<file path="src/sv/obstacle_avoidance_drive_fsm_defines.svh">
// Assertion macros shared by the drive sequencer RTL.
`ifndef OBSTACLE_AVOIDANCE_DRIVE_FSM_DEFINES_SVH
`define OBSTACLE_AVOIDANCE_DRIVE_FSM_DEFINES_SVH

// Check a property on every clock edge outside reset.
`define OAD_ASSERT(label, prop, msg) \
    label: assert property (@(posedge i_clk) disable iff (!i_rst_n) prop) else $error(msg);

// Check a property on every clock edge, reset included.
`define OAD_ASSERT_ALWAYS(label, prop, msg) \
    label: assert property (@(posedge i_clk) prop) else $error(msg);

`endif

</file>
<file path="src/sv/oad_pkg.sv">
package oad_pkg;

    localparam int unsigned SPEED_W = 7;
    localparam int unsigned DIST_W  = 8;
    localparam int unsigned LEVEL_W = 9;
    localparam int unsigned TICK_W  = 16;
    localparam int unsigned MODE_W  = 4;

    typedef logic [SPEED_W-1:0]        t_speed;
    typedef logic [DIST_W-1:0]         t_dist;
    typedef logic signed [LEVEL_W-1:0] t_level;
    typedef logic [TICK_W-1:0]         t_ticks;
    typedef logic [MODE_W-1:0]         t_mode_code;

    // Configuration register indexes.
    typedef enum logic [1:0] {
        CFG_FORWARD_SPEED    = 2'd0,
        CFG_SIDE_THRESHOLD   = 2'd1,
        CFG_CENTER_THRESHOLD = 2'd2,
        CFG_WAIT_TICKS       = 2'd3
    } t_cfg_idx;

    localparam t_speed MAX_SPEED          = 7'd100;
    localparam t_speed RST_FORWARD_SPEED  = 7'd10;
    localparam t_dist  RST_SIDE_THRESHOLD = 8'd30;
    localparam t_dist  RST_CENTER_THRESH  = 8'd20;
    localparam t_ticks RST_WAIT_TICKS     = 16'd1000;
    localparam t_ticks TICK_MAX           = 16'hFFFF;

endpackage

</file>
<file path="src/sv/obstacle_avoidance_drive_fsm.sv">
// Channel | Direction | Handshake                    | Payload
// --------+-----------+------------------------------+-------------------------------------
// in      | sink      | i_in_valid / o_in_ready      | i_command, i_dist_* (five readings)
// out     | source    | o_out_valid / i_out_ready    | o_right_drive, o_left_drive, o_mode
// cfg     | sink      | i_cfg_valid / o_cfg_ready    | i_cfg_index, i_cfg_data
//
// Every item yields exactly one result: the item lands in the input register when accepted,
// and its result is loaded from there into the state/result register once the result slot is
// free, raising o_out_valid. One item per cycle is sustained back to back unless the output stalls.
// Reset (synchronous, active low) restores the default configuration, wait-entry mode,
// zero tick count and zero drive levels. A stall on the output holds the result; the input
// register takes one more item, then o_in_ready drops until the result is taken.
module obstacle_avoidance_drive_fsm (
    input  logic                 i_clk,
    input  logic                 i_rst_n,

    input  logic                 i_in_valid,
    output logic                 o_in_ready,
    input  logic                 i_command,
    input  oad_pkg::t_dist       i_dist_right,
    input  oad_pkg::t_dist       i_dist_center,
    input  oad_pkg::t_dist       i_dist_left,
    input  oad_pkg::t_dist       i_dist_far_right,
    input  oad_pkg::t_dist       i_dist_far_left,

    output logic                 o_out_valid,
    input  logic                 i_out_ready,
    output oad_pkg::t_level      o_right_drive,
    output oad_pkg::t_level      o_left_drive,
    output oad_pkg::t_mode_code  o_mode,

    input  logic                 i_cfg_valid,
    output logic                 o_cfg_ready,
    input  oad_pkg::t_cfg_idx    i_cfg_index,
    input  oad_pkg::t_ticks      i_cfg_data
);
    import oad_pkg::*;

    `include "obstacle_avoidance_drive_fsm_defines.svh"

    // Drive modes: even = action entry (loads levels), odd = action in progress.
    typedef enum logic [MODE_W-1:0] {
        WAIT_ENTRY   = 4'd0,
        WAIT_RUN     = 4'd1,
        FWD_ENTRY    = 4'd2,
        FWD_RUN      = 4'd3,
        LEFT_ENTRY   = 4'd4,
        LEFT_RUN     = 4'd5,
        RIGHT_ENTRY  = 4'd6,
        RIGHT_RUN    = 4'd7,
        SPINL_ENTRY  = 4'd8,
        SPINL_RUN    = 4'd9,
        SPINR_ENTRY  = 4'd10,
        SPINR_RUN    = 4'd11
    } t_mode;

    // Configuration registers.
    t_speed r_forward_speed;
    t_dist  r_side_threshold;
    t_dist  r_center_threshold;
    t_ticks r_wait_ticks;

    // Input register.
    logic   r_in_valid;
    logic   r_in_command;
    t_dist  r_in_right;
    t_dist  r_in_center;
    t_dist  r_in_left;
    t_dist  r_in_far_right;
    t_dist  r_in_far_left;

    // Sequencer state; the mode and levels double as the result register.
    t_mode  r_mode;
    t_ticks r_tick_count;
    t_level r_right_level;
    t_level r_left_level;
    logic   r_out_valid;

    t_mode  n_mode;
    t_ticks n_tick_count;
    t_level n_right_level;
    t_level n_left_level;

    logic   out_free;
    logic   advance;
    t_speed speed;
    t_level level_full;
    t_level level_half;
    logic   obst_right;
    logic   obst_left;
    logic   obst_front;
    t_mode  action;

    // Terms for the checks at the end.
    logic   chk_tick;
    logic   chk_entry;
    logic   chk_run;
    logic   pipe_full;

    // Advance the input register into the state whenever the result slot is free.
    assign out_free    = !r_out_valid || i_out_ready;
    assign advance     = r_in_valid && out_free;
    assign o_in_ready  = !r_in_valid || out_free;
    assign o_cfg_ready = 1'b1;

    assign o_out_valid   = r_out_valid;
    assign o_right_drive = r_right_level;
    assign o_left_drive  = r_left_level;
    assign o_mode        = r_mode;

    // Clamp speed to 100 %; forward level is 2*speed half-percent, spin level is speed.
    assign speed      = (r_forward_speed > MAX_SPEED) ? MAX_SPEED : r_forward_speed;
    assign level_full = $signed({1'b0, speed, 1'b0});
    assign level_half = $signed({2'b00, speed});

    // Obstacle classes; a reading equal to its threshold is neither below nor above.
    assign obst_right = (r_in_right < r_side_threshold || r_in_far_right < r_side_threshold)
                        && r_in_center > r_center_threshold && r_in_left > r_side_threshold;
    assign obst_left  = r_in_right > r_side_threshold && r_in_center > r_center_threshold
                        && (r_in_left < r_side_threshold || r_in_far_left < r_side_threshold);
    assign obst_front = r_in_center < r_center_threshold;

    always_comb begin
        priority if (obst_right) begin
            action = LEFT_ENTRY;
        end else if (obst_left) begin
            action = RIGHT_ENTRY;
        end else if (obst_front) begin
            action = SPINL_ENTRY;
        end else begin
            action = FWD_ENTRY;
        end
    end

    always_comb begin
        n_mode        = r_mode;
        n_tick_count  = r_tick_count;
        n_right_level = r_right_level;
        n_left_level  = r_left_level;
        if (!r_in_command) begin
            // Tick: count up, hold at full scale.
            if (r_tick_count != TICK_MAX) begin
                n_tick_count = r_tick_count + t_ticks'(1);
            end
        end else begin
            unique case (r_mode)
                WAIT_ENTRY: begin
                    // Count restarts at zero, so the exit test cannot pass here.
                    n_tick_count  = '0;
                    n_right_level = '0;
                    n_left_level  = '0;
                    n_mode        = WAIT_RUN;
                end
                WAIT_RUN: begin
                    if (r_tick_count > r_wait_ticks) begin
                        n_mode = FWD_ENTRY;
                    end
                end
                FWD_ENTRY: begin
                    n_right_level = level_full;
                    n_left_level  = level_full;
                    n_mode        = FWD_RUN;
                end
                LEFT_ENTRY: begin
                    n_right_level = level_full;
                    n_left_level  = '0;
                    n_mode        = LEFT_RUN;
                end
                RIGHT_ENTRY: begin
                    n_right_level = '0;
                    n_left_level  = level_full;
                    n_mode        = RIGHT_RUN;
                end
                SPINL_ENTRY: begin
                    n_right_level = level_half;
                    n_left_level  = -level_half;
                    n_mode        = SPINL_RUN;
                end
                SPINR_ENTRY: begin
                    n_right_level = -level_half;
                    n_left_level  = level_half;
                    n_mode        = SPINR_RUN;
                end
                FWD_RUN, LEFT_RUN, RIGHT_RUN, SPINL_RUN, SPINR_RUN: begin
                    // Switch only when the chosen action is not the running one.
                    if (action != t_mode'({r_mode[MODE_W-1:1], 1'b0})) begin
                        n_mode = action;
                    end
                end
                default: begin
                    n_mode = WAIT_ENTRY;
                end
            endcase
        end
    end

    always_ff @(posedge i_clk) begin
        if (!i_rst_n) begin
            r_forward_speed    <= RST_FORWARD_SPEED;
            r_side_threshold   <= RST_SIDE_THRESHOLD;
            r_center_threshold <= RST_CENTER_THRESH;
            r_wait_ticks       <= RST_WAIT_TICKS;
            r_in_valid         <= 1'b0;
            r_out_valid        <= 1'b0;
            r_mode             <= WAIT_ENTRY;
            r_tick_count       <= '0;
            r_right_level      <= '0;
            r_left_level       <= '0;
        end else begin
            if (i_cfg_valid) begin
                unique case (i_cfg_index)
                    CFG_FORWARD_SPEED:    r_forward_speed    <= i_cfg_data[SPEED_W-1:0];
                    CFG_SIDE_THRESHOLD:   r_side_threshold   <= i_cfg_data[DIST_W-1:0];
                    CFG_CENTER_THRESHOLD: r_center_threshold <= i_cfg_data[DIST_W-1:0];
                    CFG_WAIT_TICKS:       r_wait_ticks       <= i_cfg_data;
                    default:              r_wait_ticks       <= r_wait_ticks;
                endcase
            end
            // Input register: load on accept, drop once moved into the state.
            if (i_in_valid && o_in_ready) begin
                r_in_valid <= 1'b1;
            end else if (advance) begin
                r_in_valid <= 1'b0;
            end
            // Result register: hold while stalled.
            if (advance) begin
                r_out_valid   <= 1'b1;
                r_mode        <= n_mode;
                r_tick_count  <= n_tick_count;
                r_right_level <= n_right_level;
                r_left_level  <= n_left_level;
            end else if (i_out_ready) begin
                r_out_valid   <= 1'b0;
            end
        end
    end

    // Input payload register: no reset needed.
    always_ff @(posedge i_clk) begin
        if (i_in_valid && o_in_ready) begin
            r_in_command   <= i_command;
            r_in_right     <= i_dist_right;
            r_in_center    <= i_dist_center;
            r_in_left      <= i_dist_left;
            r_in_far_right <= i_dist_far_right;
            r_in_far_left  <= i_dist_far_left;
        end
    end

    assign chk_tick  = advance && !r_in_command;
    assign chk_entry = advance && r_in_command && !r_mode[0] && (r_mode <= SPINR_ENTRY);
    assign chk_run   = advance && r_mode[0];
    assign pipe_full = r_in_valid && r_out_valid && !i_out_ready;

    `OAD_ASSERT(a_tick_keeps_mode, chk_tick |=> $stable(r_mode), "tick item moved the mode")
    `OAD_ASSERT(a_entry_to_run, chk_entry |=> r_mode == $past(r_mode) + 4'd1, "entry skipped run")
    `OAD_ASSERT(a_run_keeps_right, chk_run |=> $stable(r_right_level), "right level moved")
    `OAD_ASSERT(a_run_keeps_left, chk_run |=> $stable(r_left_level), "left level moved")
    `OAD_ASSERT_ALWAYS(a_ready_only_when_full, !o_in_ready |-> pipe_full, "input stalled early")

endmodule
</file>
<file path="config.mk">
export PLATFORM = sky130hd
export DESIGN_NAME = obstacle_avoidance_drive_fsm
export DESIGN_NICKNAME = d
export VERILOG_FILES = /design/src/sv/oad_pkg.sv /design/src/sv/obstacle_avoidance_drive_fsm.sv
export VERILOG_INCLUDE_DIRS = /design/src /design/src/sv
export SDC_FILE = /design/constraint.sdc
export NUM_CORES = 1
export LEC_CHECK = 0
export BUFFER_PORTS_ARGS = -buffer_cell sky130_fd_sc_hd__buf_4
export CAP_MARGIN = 20
export CORE_UTILIZATION = 27
export CTS_BUF_LIST = sky130_fd_sc_hd__clkbuf_4 sky130_fd_sc_hd__clkbuf_8 sky130_fd_sc_hd__clkbuf_16
export CTS_CLUSTER_SIZE = 24
export DETAILED_ROUTE_END_ITERATION = 6
export PLACE_DENSITY_LB_ADDON = 0.2
export SETUP_SLACK_MARGIN = 0.2
export SYNTH_ARGS = -nofsm -noshare
export SYNTH_HDL_FRONTEND = slang
export SYNTH_SLANG_ARGS = --single-unit
</file>
<file path="constraint.sdc">
create_clock -name i_clk -period 7.7 [get_ports i_clk]
set_clock_uncertainty 0.2 [all_clocks]
set_input_delay 0.77 -clock i_clk [delete_from_list [all_inputs] [get_ports i_clk]]
set_output_delay 0.77 -clock i_clk [all_outputs]
set_load 0.05 [all_outputs]
</file>
Word-level counts from Yosys, hierarchy flattened:

Cells that the tools add are included.

* bits in registers: 120
* input bits: 64
* output and inout bits: 25
* word-level logic and storage cells: 95

* $add $sub $neg: 2
* magnitude comparators: 10
* equality and inequality tests: 19
* mux-type cells: 16
* reduce and logical (&&, ||, !) cells: 32

Operator list (count)
* $pmux 9 s4: 2
* $mux 16: 3
* $lt 8x8->1: 5
* $pmux 4 s8: 1
* $gt 8x8->1: 3
* $mux 4: 5
* $add 16x1->16 const B: 1
* $eq 4x3->1 const B: 4
* $eq 4x4->1 const B: 4
* $gt 16x16->1: 1
* $ne 16x16->1 const B: 1
* $neg 7->9: 1
* $reduce_and 3->1: 3
* $eq 4x2->1 const B: 2
* $reduce_and 2->1: 4
* $reduce_bool 4->1: 2
* $reduce_or 2->1: 4
* $gt 7x7->1 const B: 1
* $mux 7: 1
* $logic_and 1x1->1: 6
* $reduce_bool 2->1: 3
* $reduce_or 5->1: 1
* $eq 2x2->1 const B: 2
* $eq 4x1->1 const B: 1
* 10 further kinds: 18

Longest topological paths before layout:

* depth after elaboration: 8
* gate-level depth with buffers: 11
* gate-level depth less buffers: 10

Worst setup path after synthesis:

No wires, ideal clock.

* kind: input to register
* from: input i_out_ready
* to: register r_in_center[0], enable pin
* setup time: 402 ps
* arrival: 2276 ps
* data required time: 7098 ps
* slack: 4822 ps
* stages on the path: 3
* path buffers: 0
* path through: nor2b_1 nand2_1 and2_1

* longest elaborated chain between the ends: 3

RTL lines
* start: declaration: RTL line obstacle_avoidance_drive_fsm.sv:27 `input logic i_out_ready,`
* $logic_or 1x1->1: RTL line obstacle_avoidance_drive_fsm.sv:101 `assign out_free = !r_out_valid || i_out_ready;`
* $logic_or 1x1->1: RTL line obstacle_avoidance_drive_fsm.sv:103 `assign o_in_ready = !r_in_valid || out_free;`
* net o_in_ready: RTL line obstacle_avoidance_drive_fsm.sv:18 `output logic o_in_ready,`
* $logic_and 1x1->1: RTL line obstacle_avoidance_drive_fsm.sv:240 `if (i_in_valid && o_in_ready) begin`
* end signal: assignment: RTL line obstacle_avoidance_drive_fsm.sv:243 `r_in_center <= i_dist_center;`
* end: declaration: RTL line obstacle_avoidance_drive_fsm.sv:67 `t_dist r_in_center;`

The timed path passes the listed nets, and every way through them passes these cells.
A chain may end at the register's enable or synchronous reset.

==> impl_metrics.toml <==
[die]
dieArea_um2 = 23730
placementRows = 55
die_w_um = 154.0
core_region_area_um2 = 22640
io_pins = 89
initial_utilization_pct = 27.57
die_y_um = 154.0

[global_routing]
grt_first_pass_wirelength_mm = 24.81
grt_overflow = 0
antenna_found_initial = 0
grtUsageTotal_pct = 13.56
grt_pass1_vias = 4805
grt_max_degree = 71

[cts]
ctsHtreeMaxLevel = 4
clock-root-buffer = "clkbuf_16"
cts_tree = "yes"
postCtsSetupBuffers = 0
cts_resized = 0
ctsHoldBuffers = 0
clk_pin_slew_ns = 0.06
clk_latency_ns = 0.42
numCtsBuffers = 17
cts_num_sinks = 120
clockBufferDepth = 2

[placement]
dp_hpwl_mm = 11.06
io_buffers = 87
place_area_um2 = 7158
gp_congestion = 0.7570

[yosys]
synth-seq-cells = 120
synth_warnings = 0
synth-edff-count = 41
yosys.cell_types.count = 61
synth_top_area_share_pct = 25.34
syn-cell-area_um2 = 6241
synth_area_leaders = "dfxtp_1 (25%), edfxtp_1 (20%), ha_1 (11%), nand2_1 (4.7%), inv_1 (2.4%)"
yosys_most_used_dff = "dfxtp_1"
avgSynthCellArea_um2 = 9.736
synthArstFlopShare_pct = 0
syn_nets = 761
synth_top_area_cell = "dfxtp_1"
syn_inst = 641
ys_seq_area_share_pct = 45.07

[worst_setup_path]
critPathKind = "flop to flop"
cp_max_fo = 33
end_kind = "flop"
cp-start-kind = "flop"
required_ns = 7.81
crit_arrival_ns = 3.00

[outcome]
outcome = "completed"

[detailed_routing]
drc = 0
first_pass_iters = 4
vias = 4798
viasPerCell = 4.709
wirelength_mm = 15.19
wl_per_cell_um = 14.91
drt_iter0_drc = 194
antenna_left = 0

[hold_path]
hp-class = "flop to flop"

[final_layout]
final_common_cell = "buf_4"
final_util_pct = 34.46
area_growth_syn_to_layout_pct = 25.00
fin_nets = 841
mostFrequentLayoutCells = "buf_4 (90), dfxtp_1 (79), nand2_1 (78)"
nFillCells = 2329
final_area_um2 = 7801
antenna_cells = 0
layout-drive-gt1-share_pct = 18.39

[power_and_ir_drop]
leakagePower_nw = 3.278
power_mw = 1.736
ir_worst_vdd_mv = 0.1295
powerDensity_nw_per_um2 = 222.5

[sta]
rsz0062_at_grt = "false"
max_clock_freq_mhz = 346.3
setup_viol = 0
relSlewSlack_pct = 31.12
tightest_slew_ns = 1.033
min_period_ns = 2.887
fin_crit_sh_pct = 37.50
hold_viol_final = 0
slew_violations = 0
tns_ns = 0

[flow_run]
maxCapViolations = 0
[sequential cells by signal, indices dropped and copies added, names as in the netlist, 4 cells and up]
register / flops
r_tick_count: 16
r_wait_ticks: 16
o_left_drive: 9
o_right_drive: 9
r_center_threshold: 8
r_in_center: 8
r_in_far_left: 8
r_in_far_right: 8
r_in_left: 8
r_in_right: 8
r_side_threshold: 8
r_forward_speed: 7
o_mode: 4
[layer usage]
layer  share of wire, %  global-route usage (%)
met2                 49                   23.35
met5                  0                       0
met3                3.4                   3.382
met1                 46                   16.42
met4                1.3                   4.571
[cell type report]
type	instances	area, um2	share of cell area, %
inverter	41	153.9	1.973
clock buffer	19	440.4	5.646
multi-input combinational	451	3159	40.50
sequential	120	2813	36.05
clock inverter	13	202.7	2.598
timing repair buffer	90	675.6	8.661
tap	285	356.6	4.571
[critical path: stages, from the launching register on]
cell and delay [ns]:
dfxtp_1 0.38, ha_1 0.32, nand3_1 0.10, o22ai_1 0.17
nor2_1 0.06, o21ai_1 0.36, o21ai_1 0.23, nor4b_4 0.25
buf_4 0.34, o221ai_1 0.19, o211a_1 0.16
[power breakdown]
| part | switching (mW) | internal [mW] | total, mW |
|---|---|---|---|
| clock network | 0.295 | 0.579 | 0.875 |
| logic | 0.0946 | 0.0702 | 0.165 |
| registers | 0.0136 | 0.683 | 0.697 |
| total | 0.403 | 1.33 | 1.74 |
[kinds of logic after synthesis]
kind of cell,Yosys count,share of synthesized area [%]
AND/OR/NAND/NOR,215,17.14
AO/OA/AOI/OAI,148,17.40
flip-flops,120,45.07
buffers and inverters,70,4.471
adder cells (fa/ha/maj),56,11.23
XOR/XNOR,17,2.386
multiplexers,14,2.245
other,1,0.06009
[cells in the mapped netlist (all sizes together), types with 17 or more instances]
| cell | number |
|---|---|
| a21boi | 17 |
| a21oi | 27 |
| clkbuf | 22 |
| dfxtp | 79 |
| edfxtp | 41 |
| ha | 56 |
| inv | 41 |
| nand2 | 79 |
| nor2 | 36 |
| nor2b | 23 |
| o211ai | 18 |
| o21ai | 22 |
[stage by stage]
stage,hold WS [ns],cells,setup slack [ns]
floorplan,0.2435,641,4.822
global placement,0.2584,987,4.810
detailed placement,0.2620,987,4.746
CTS,0.2701,1019,4.788
global route,0.2963,1019,4.572
finish,0.2645,1019,4.813
[worst paths after layout]
| check | startpoint | end | slack (ns) | depth (start not counted) |
|---|---|---|---|---|
| worst min register to register | r_wait_ticks[14]$_SDFFE_PN0P_ | r_wait_ticks[14]$_SDFFE_PN0P_ | 0.26 | 2 |
| worst min-delay path | r_wait_ticks[14]$_SDFFE_PN0P_ | r_wait_ticks[14]$_SDFFE_PN0P_ | 0.26 | 2 |
| worst max register to register | r_tick_count[11]$_SDFFE_PN0P_ | o_right_drive[5]$_SDFFE_PN0P_ | 4.81 | 10 |
| worst max-delay path | r_tick_count[11]$_SDFFE_PN0P_ | o_right_drive[5]$_SDFFE_PN0P_ | 4.81 | 10 |
Note: power is estimated with default switching activity, not from simulation.
